[config.mk]
export PLATFORM = sky130hd
export DESIGN_NAME = drw_ctrl
export DESIGN_NICKNAME = d
export VERILOG_FILES = /design/src/sv/drw_pkg.sv /design/src/sv/drw_ctrl.sv
export SDC_FILE = /design/constraint.sdc
export NUM_CORES = 1
export LEC_CHECK = 0
export BUFFER_PORTS_ARGS = -buffer_cell sky130_fd_sc_hd__buf_2
export CORE_AREA = 2 2 39 41
export CTS_BUF_LIST = sky130_fd_sc_hd__clkbuf_8
export DETAILED_ROUTE_END_ITERATION = 12
export DIE_AREA = 0 0 41 43
export GPL_ROUTABILITY_DRIVEN = 0
export HOLD_SLACK_MARGIN = 0.15
export PLACE_DENSITY = 0.72
export SYNTH_ARGS = -nofsm -noshare
export SYNTH_HDL_FRONTEND = slang
export SYNTH_SLANG_ARGS = --single-unit
export TNS_END_PERCENT = 10
[constraint.sdc]
create_clock -name clk -period 1.4 [get_ports clk]
set_input_delay 0.14 -clock clk [delete_from_list [all_inputs] [get_ports clk]]
set_output_delay 0.14 -clock clk [all_outputs]
set_load 0.05 [all_outputs]
[src/sv/drw_pkg.sv]
// ----------------------------------------------------------------------------
// drw_pkg: shared types and constants for the delta regression window unit
// Field widths, item and register codes, controller state and the command
// and status groups between the controller and the datapath.
// ----------------------------------------------------------------------------
package drw_pkg;

    // default parameter values
    localparam int HALF_WINDOW_DEF  = 2;
    localparam int MAX_FEATURES_DEF = 32;
    localparam int DATA_WIDTH_DEF   = 32;

    // fixed field widths
    localparam int KIND_W     = 2;
    localparam int IDX_W      = 5;
    localparam int POS_W      = 4;
    localparam int CFG_IDX_W  = 2;
    localparam int CFG_DATA_W = 6;
    localparam int CPB_W      = 6;
    localparam int BC_W       = 3;

    // item kinds
    localparam logic [KIND_W-1:0] KIND_DATA    = 2'd0;
    localparam logic [KIND_W-1:0] KIND_FLUSH   = 2'd1;
    localparam logic [KIND_W-1:0] KIND_RESTART = 2'd2;

    // register indexes
    localparam logic [CFG_IDX_W-1:0] CFG_TRAP_MODE       = 2'd0;
    localparam logic [CFG_IDX_W-1:0] CFG_COEFS_PER_BLOCK = 2'd1;
    localparam logic [CFG_IDX_W-1:0] CFG_BLOCK_COUNT     = 2'd2;

    // register reset values
    localparam logic [CPB_W-1:0] CPB_RESET = 6'd13;
    localparam logic [BC_W-1:0]  BC_RESET  = 3'd2;

    typedef enum logic [3:0] {
        ST_IDLE,
        ST_DECIDE,
        ST_PREV_RD,
        ST_PREV_CAP,
        ST_WRITE,
        ST_RD,
        ST_USE,
        ST_DIV,
        ST_EMIT,
        ST_COMMIT
    } state_t;

    typedef struct packed {
        logic take_item;
        logic restart;
        logic prev_rd;
        logic prev_cap;
        logic wr_step;
        logic rd_issue;
        logic use_step;
        logic acc_step;
        logic div_start;
        logic out_trap;
        logic out_delta;
        logic commit;
    } dp_cmd_t;

    typedef struct packed {
        logic [KIND_W-1:0] kind;
        logic fill_zero;
        logic fill_ge_w;
        logic flush_full;
        logic idx_ok;
        logic wr_done;
        logic trap_mode;
        logic trap_ok;
        logic has_delta;
        logic pos_last;
        logic out_free;
        logic div_done;
    } dp_status_t;

endpackage

[src/sv/drw_ctrl.sv]
// ----------------------------------------------------------------------------
// drw_ctrl: sequencer for the delta regression window unit
// Steps one word through prefetch, window writes, window reads and output.
// ----------------------------------------------------------------------------
module drw_ctrl
    import drw_pkg::*;
(
    input  logic       clk,
    input  logic       rst_n,
    input  logic       in_valid,
    output logic       in_stall,
    input  dp_status_t status,
    output dp_cmd_t    cmd
);

    state_t state_reg, state_next;

    always_ff @(posedge clk or negedge rst_n)
    begin
        if (!rst_n)
        begin
            state_reg <= ST_IDLE;
        end
        else
        begin
            state_reg <= state_next;
        end
    end

    always_comb
    begin
        state_next = state_reg;
        cmd        = '0;
        in_stall   = 1'b1;
        case (state_reg)
            ST_IDLE:
            begin
                in_stall = 1'b0;
                if (in_valid)
                begin
                    cmd.take_item = 1'b1;
                    state_next    = ST_DECIDE;
                end
            end
            ST_DECIDE:
            begin
                case (status.kind)
                    KIND_RESTART:
                    begin
                        cmd.restart = 1'b1;
                        state_next  = ST_IDLE;
                    end
                    KIND_FLUSH:
                    begin
                        if (status.fill_zero || status.flush_full)
                        begin
                            state_next = ST_IDLE;
                        end
                        else if (status.idx_ok)
                        begin
                            state_next = ST_PREV_RD;
                        end
                        else
                        begin
                            state_next = ST_COMMIT;
                        end
                    end
                    KIND_DATA:
                    begin
                        state_next = status.idx_ok ? ST_WRITE : ST_COMMIT;
                    end
                    default:
                    begin
                        state_next = ST_IDLE;
                    end
                endcase
            end
            // flush repeats the previous frame's entry
            ST_PREV_RD:
            begin
                cmd.prev_rd = 1'b1;
                state_next  = ST_PREV_CAP;
            end
            ST_PREV_CAP:
            begin
                cmd.prev_cap = 1'b1;
                state_next   = ST_WRITE;
            end
            ST_WRITE:
            begin
                cmd.wr_step = 1'b1;
                if (status.wr_done)
                begin
                    if (status.fill_ge_w && (!status.trap_mode || status.trap_ok))
                    begin
                        state_next = ST_RD;
                    end
                    else
                    begin
                        state_next = ST_COMMIT;
                    end
                end
            end
            ST_RD:
            begin
                cmd.rd_issue = 1'b1;
                state_next   = ST_USE;
            end
            ST_USE:
            begin
                if (status.trap_mode)
                begin
                    if (status.out_free)
                    begin
                        cmd.out_trap = 1'b1;
                        if (status.pos_last)
                        begin
                            state_next = ST_COMMIT;
                        end
                        else
                        begin
                            cmd.use_step = 1'b1;
                            state_next   = ST_RD;
                        end
                    end
                end
                else
                begin
                    cmd.acc_step = 1'b1;
                    if (status.pos_last)
                    begin
                        if (status.has_delta)
                        begin
                            cmd.div_start = 1'b1;
                            state_next    = ST_DIV;
                        end
                        else
                        begin
                            state_next = ST_EMIT;
                        end
                    end
                    else
                    begin
                        cmd.use_step = 1'b1;
                        state_next   = ST_RD;
                    end
                end
            end
            ST_DIV:
            begin
                if (status.div_done)
                begin
                    state_next = ST_EMIT;
                end
            end
            ST_EMIT:
            begin
                if (status.out_free)
                begin
                    cmd.out_delta = 1'b1;
                    state_next    = ST_COMMIT;
                end
            end
            ST_COMMIT:
            begin
                cmd.commit = 1'b1;
                state_next = ST_IDLE;
            end
            default:
            begin
                state_next = ST_IDLE;
            end
        endcase
    end

endmodule

# Word level (Yosys, flattened, before mapping)
# Index checks and enable logic that the tools add are counted.
# op_classes
addsub	0
n_mul	0
n_div	0
n_lt_le_gt_ge	0
n_eq_ne	16
shift	0
n_mux	35
bitwise	0
reduce_logical	7
# op_table
op	n
4-bit two-way mux	14
4-bit one-hot mux with 9 select lines	1
1-bit two-way mux	18
4-bit by 3-bit equality test with 1-bit output, second input constant	4
4-bit by 2-bit equality test with 1-bit output, second input constant	2
4-bit equality test, second input constant	2
2-bit != test, second input constant	4
4-bit one-hot mux with 2 select lines	1
5-bit AND reduction	1
4-bit by 1-bit equality test with 1-bit output, second input constant	1
4-bit logical NOT	1
3-bit != test, second input constant	1
2-bit by 1-bit equality test with 1-bit output, second input constant	1
2-bit equality test, second input constant	1
2-bit logical NOT	1
1-bit logical OR	2
2-bit two-way mux	1
1-bit logical AND	1
1-bit logical NOT	1
# totals
reg_bits	4
latchBits	0
ram_bits	0
romBits	0
input_bits	16
out_inout_bits	13
memories	0

# Logic depth before layout (Yosys ltp)
# logic_depth
word_depth	6
mapped_depth	6
mapped_depth_nobuf	5

# Least setup slack after synthesis
# Ideal clock, no wire load.
# synth_path
path_kind	register to output
from	reg state_reg[3]
to	out cmd[5] (netlist name)
arrival_ns	1.891
required_ns	1.260
setup_slack_ns	-0.631
stages_incl_launch_ff	3
path_buffers	0
cell_sequence	dfrtp_1 nand4bb_1 nor3b_1
# synth_rtl
item	line_no	text
from (decl)	drw_ctrl.sv:16	state_t state_reg, state_next;
from (signal assigned)	drw_ctrl.sv:26	state_reg <= state_next;
to (decl)	drw_ctrl.sv:13	output dp_cmd_t cmd

==> metrics.md <==
| Metric | Value |
|---|---|
| Worst r2r path cells | 5 |
| Post-route cell area | 1070 sq um |
| Via/cell ratio | 5.545 |
| Clock Pin Slew Worst Setup and Hold Paths | 0.03 ns |
| Antenna diodes | 0 |
| Final period utilization | 1.077 |
| RR Endpoint | state_reg[0] |
| Pin count of the biggest net entering global routing | 10 |
| Worst Skew | 0.002639 ns |
| Slack of the critical path | -0.1081 ns |
| Clock buffer depth | 2 |
| VDD IR max | 0.001128 V |
| P per Cell Area | 1867 nW/um^2 |
| Crit. path cell count | 4 |
| F_max | 663.1 MHz |
| Worst-Margin Slew | 0.3487 ns |
| Die width | 41 um |
| CP arrival | 1.37 ns |
| Die ar. | 1763 sq um |
| Total of max-cap violations | 0 |
| Critical path, cell by cell | buf_4 -> nor3_2 -> and3_4 -> buf_6 |
| Clock tree sinks | 4 |
| Final Util | 0.7731 |
| CTS tree | done |
| Startpoint Class | flip-flop |
| CP delay by family, top | simple AND/OR/NAND/NOR gates |
| Wire length on met2 | 1.013 mm |
| Starting DRT DRC Count | 19 |
| Synthesis-stage register bit count | 4 |
| RSZ-0062 raised after global routing | true |
| I/O pins | 29 |
| Leading area contributor after synthesis | dfrtp_1 |
| Worst Path Buf+Inv | 2 |
| Violated checks | negative setup slack |
| DP Area | 763.2 sq um |
| Setup Crit Path Kind | reg -> out |
| Synth top cells by count | nor2_1 (9), a21oi_1 (6), nand2_1 (5) |
| Area Overhead vs Synth | 107.5% |
| Hold Path Cell Cnt | 2 |
| Detailed Routing Iterations Pass 1 | 4 |
| Relative slew slack | 0.7655 |
| Syn_nets | 85 |
| Yosys cell types | 36 |
| DP HPWL | 1.303 mm |
| Crit path largest cell delay | 0.40 ns |
| Vias in the first global route | 707 |
| Avg Cell Area, Syn | 7.471 sq um |
| Worst r2r src | state_reg[3] |
| TritonCTS buffer count | 3 |
| Main synth FF type | dfrtp_1 |
| Asr flop ratio synth | 1.000 |
| CP max-delay cell | dfrtp_1 |
| Top cells by area, synth | dfrtp_1 (19%), nor2_1 (6.6%), a21oi_1 (5.8%) |
| Max layer used | met4 |
| Worst Hold Class | in -> reg |
| Final setup viols | 13 |
| DIE HEIGHT | 43 um |
| H-tree depth | 1 |
| Critical Path Sink Type | output pin |
| Warnings from Yosys | 0 |
| DRC | 0 |
| Total Routing Usage GR | 0.2525 |
| Setup slack, reg-to-reg | -0.05 ns |
| IO Port Bufs | 28 |
| Antenna violations before repair | 0 |
| Max-slew violation count | 0 |
| Leak | 0.4774 nW |
| Yosys top cell area share | 0.1942 |
| Status | finished with violations |
| Total gr overflow | 0 |
| Maximum fanout along the worst path | 4 |
| Clk Latency, worst-skew pair | 0.22 ns |
| Top-count cell post-synth | nor2_1 |
| Antenna Nets Post-Route | 0 |
| Synth Cell Area | 515.5 sq um |
| Post-Synthesis Cells | 69 |
| Core box area | 1384 sq um |
| Wl on met1 | 760 um |
| Register area share after synthesis | 0.1942 |
| Final WL | 1.952 mm |
| Worst Min Path Start | status[0] |
| Post-layout min period | 1.508 ns |
| Final Hold Viols | 0 |
| Number of synthesized flops with an enable pin | 0 |
| Largest register FFs | 4 |
| Row Count | 14 |
| Share of layout cells above drive strength 1 | 0.6638 |
| Vias | 732 |
| Starting Density | 0.3725 |
| Drt wl/cell | 14.79 um |
| Fill cells | 91 |
| First-pass GRT wire length | 3.056 mm |
| Met3 wire length | 145 um |
| Root buffer cell | clkbuf_8 |
| Fin nets | 134 |
| Crit path required time | 1.26 ns |
| WHS Endpoint | state_reg[0] |
worst max path at each step:
stage | from | end | slack (ns)
2_1_floorplan | state_reg[0] | state_reg[0] | -0.35
3_5_place_dp | state_reg[2] | cmd[1] | -0.09
5_1_grt | state_reg[1] | cmd[1] | -0.15
3_3_place_gp | state_reg[2] | cmd[1] | -0.04
6_report | state_reg[1] | cmd[1] | -0.11
4_1_cts | state_reg[3] | cmd[5] | -0.07
routing by layer:
| layer | global-route usage | vias up |
|---|---|---|
| met3 | 0.05759 | 6 |
| li1 | - | 350 |
| met2 | 0.3938 | 43 |
| met5 | 0 | - |
| met1 | 0.3180 | 333 |
| met4 | 0.1067 | 0 |
layout make-up:
class | count | area [sq um] | share of cell area
Multi-Input combinational cell | 58 | 499.2 | 0.4667
Timing Repair Buffer | 48 | 394.1 | 0.3684
Sequential cell | 4 | 103.9 | 0.09708
Clock buffer | 3 | 41.29 | 0.03860
Tap cell | 16 | 20.02 | 0.01871
Inverter | 3 | 11.26 | 0.01053
logic make-up after synthesis:
kind of cell,after synthesis,synth area share
and+or+nand+nor,36,0.4272
AOI/OAI and AO/OA,21,0.2864
buffers and inverters,7,0.07523
DFF,4,0.1942
xor gates and xnor gates,1,0.01699
where the power goes:
group	internal (mW)	switching, mW	leakage [nW]
Sequential	0.166	0.0778	0.0479
Combinational	0.693	0.816	0.408
Clock	0.183	0.0597	0.0216
what timing repair did:
action,in CTS,in global routing
endpoints found under the setup margin,15,17
hold buffers,1,0
buffers inserted,6,0
endpoints found under the hold margin,4,0
pin swaps,4,5
resized for setup,41,12
cell usage in the layout, fill, tap and decap left out, drive strengths merged, types with 2 or more instances in the layout:
master,instances
buf,47
o32ai,2
a21boi,2
nor3,4
dfrtp,4
nor2,9
inv,3
and4bb,2
o21ai,4
nand2b,4
a21oi,7
and2b,2
nand2,6
clkbuf,3
o22ai,2
stage by stage:
| stage | hold WS [ns] | TNS [ns] | total power [mW] | setup WS (ns) | std cells |
|---|---|---|---|---|---|
| 4_1_cts | 0.1718 | -0.4364 | 1.866 | -0.06783 | 132 |
| 3_5_place_dp | -0.05093 | -0.1830 | 1.273 | -0.08680 | 122 |
| 3_3_place_gp | -0.05598 | -0.06884 | 1.248 | -0.04343 | 122 |
| 6_report | 0.1735 | -0.6002 | 1.997 | -0.1081 | 132 |
| 2_1_floorplan | -0.1556 | -1.921 | 0.9436 | -0.3534 | 69 |
| 5_1_grt | 0.1872 | -1.367 | 2.109 | -0.1485 | 132 |
(Power assumes the default switching activity.)
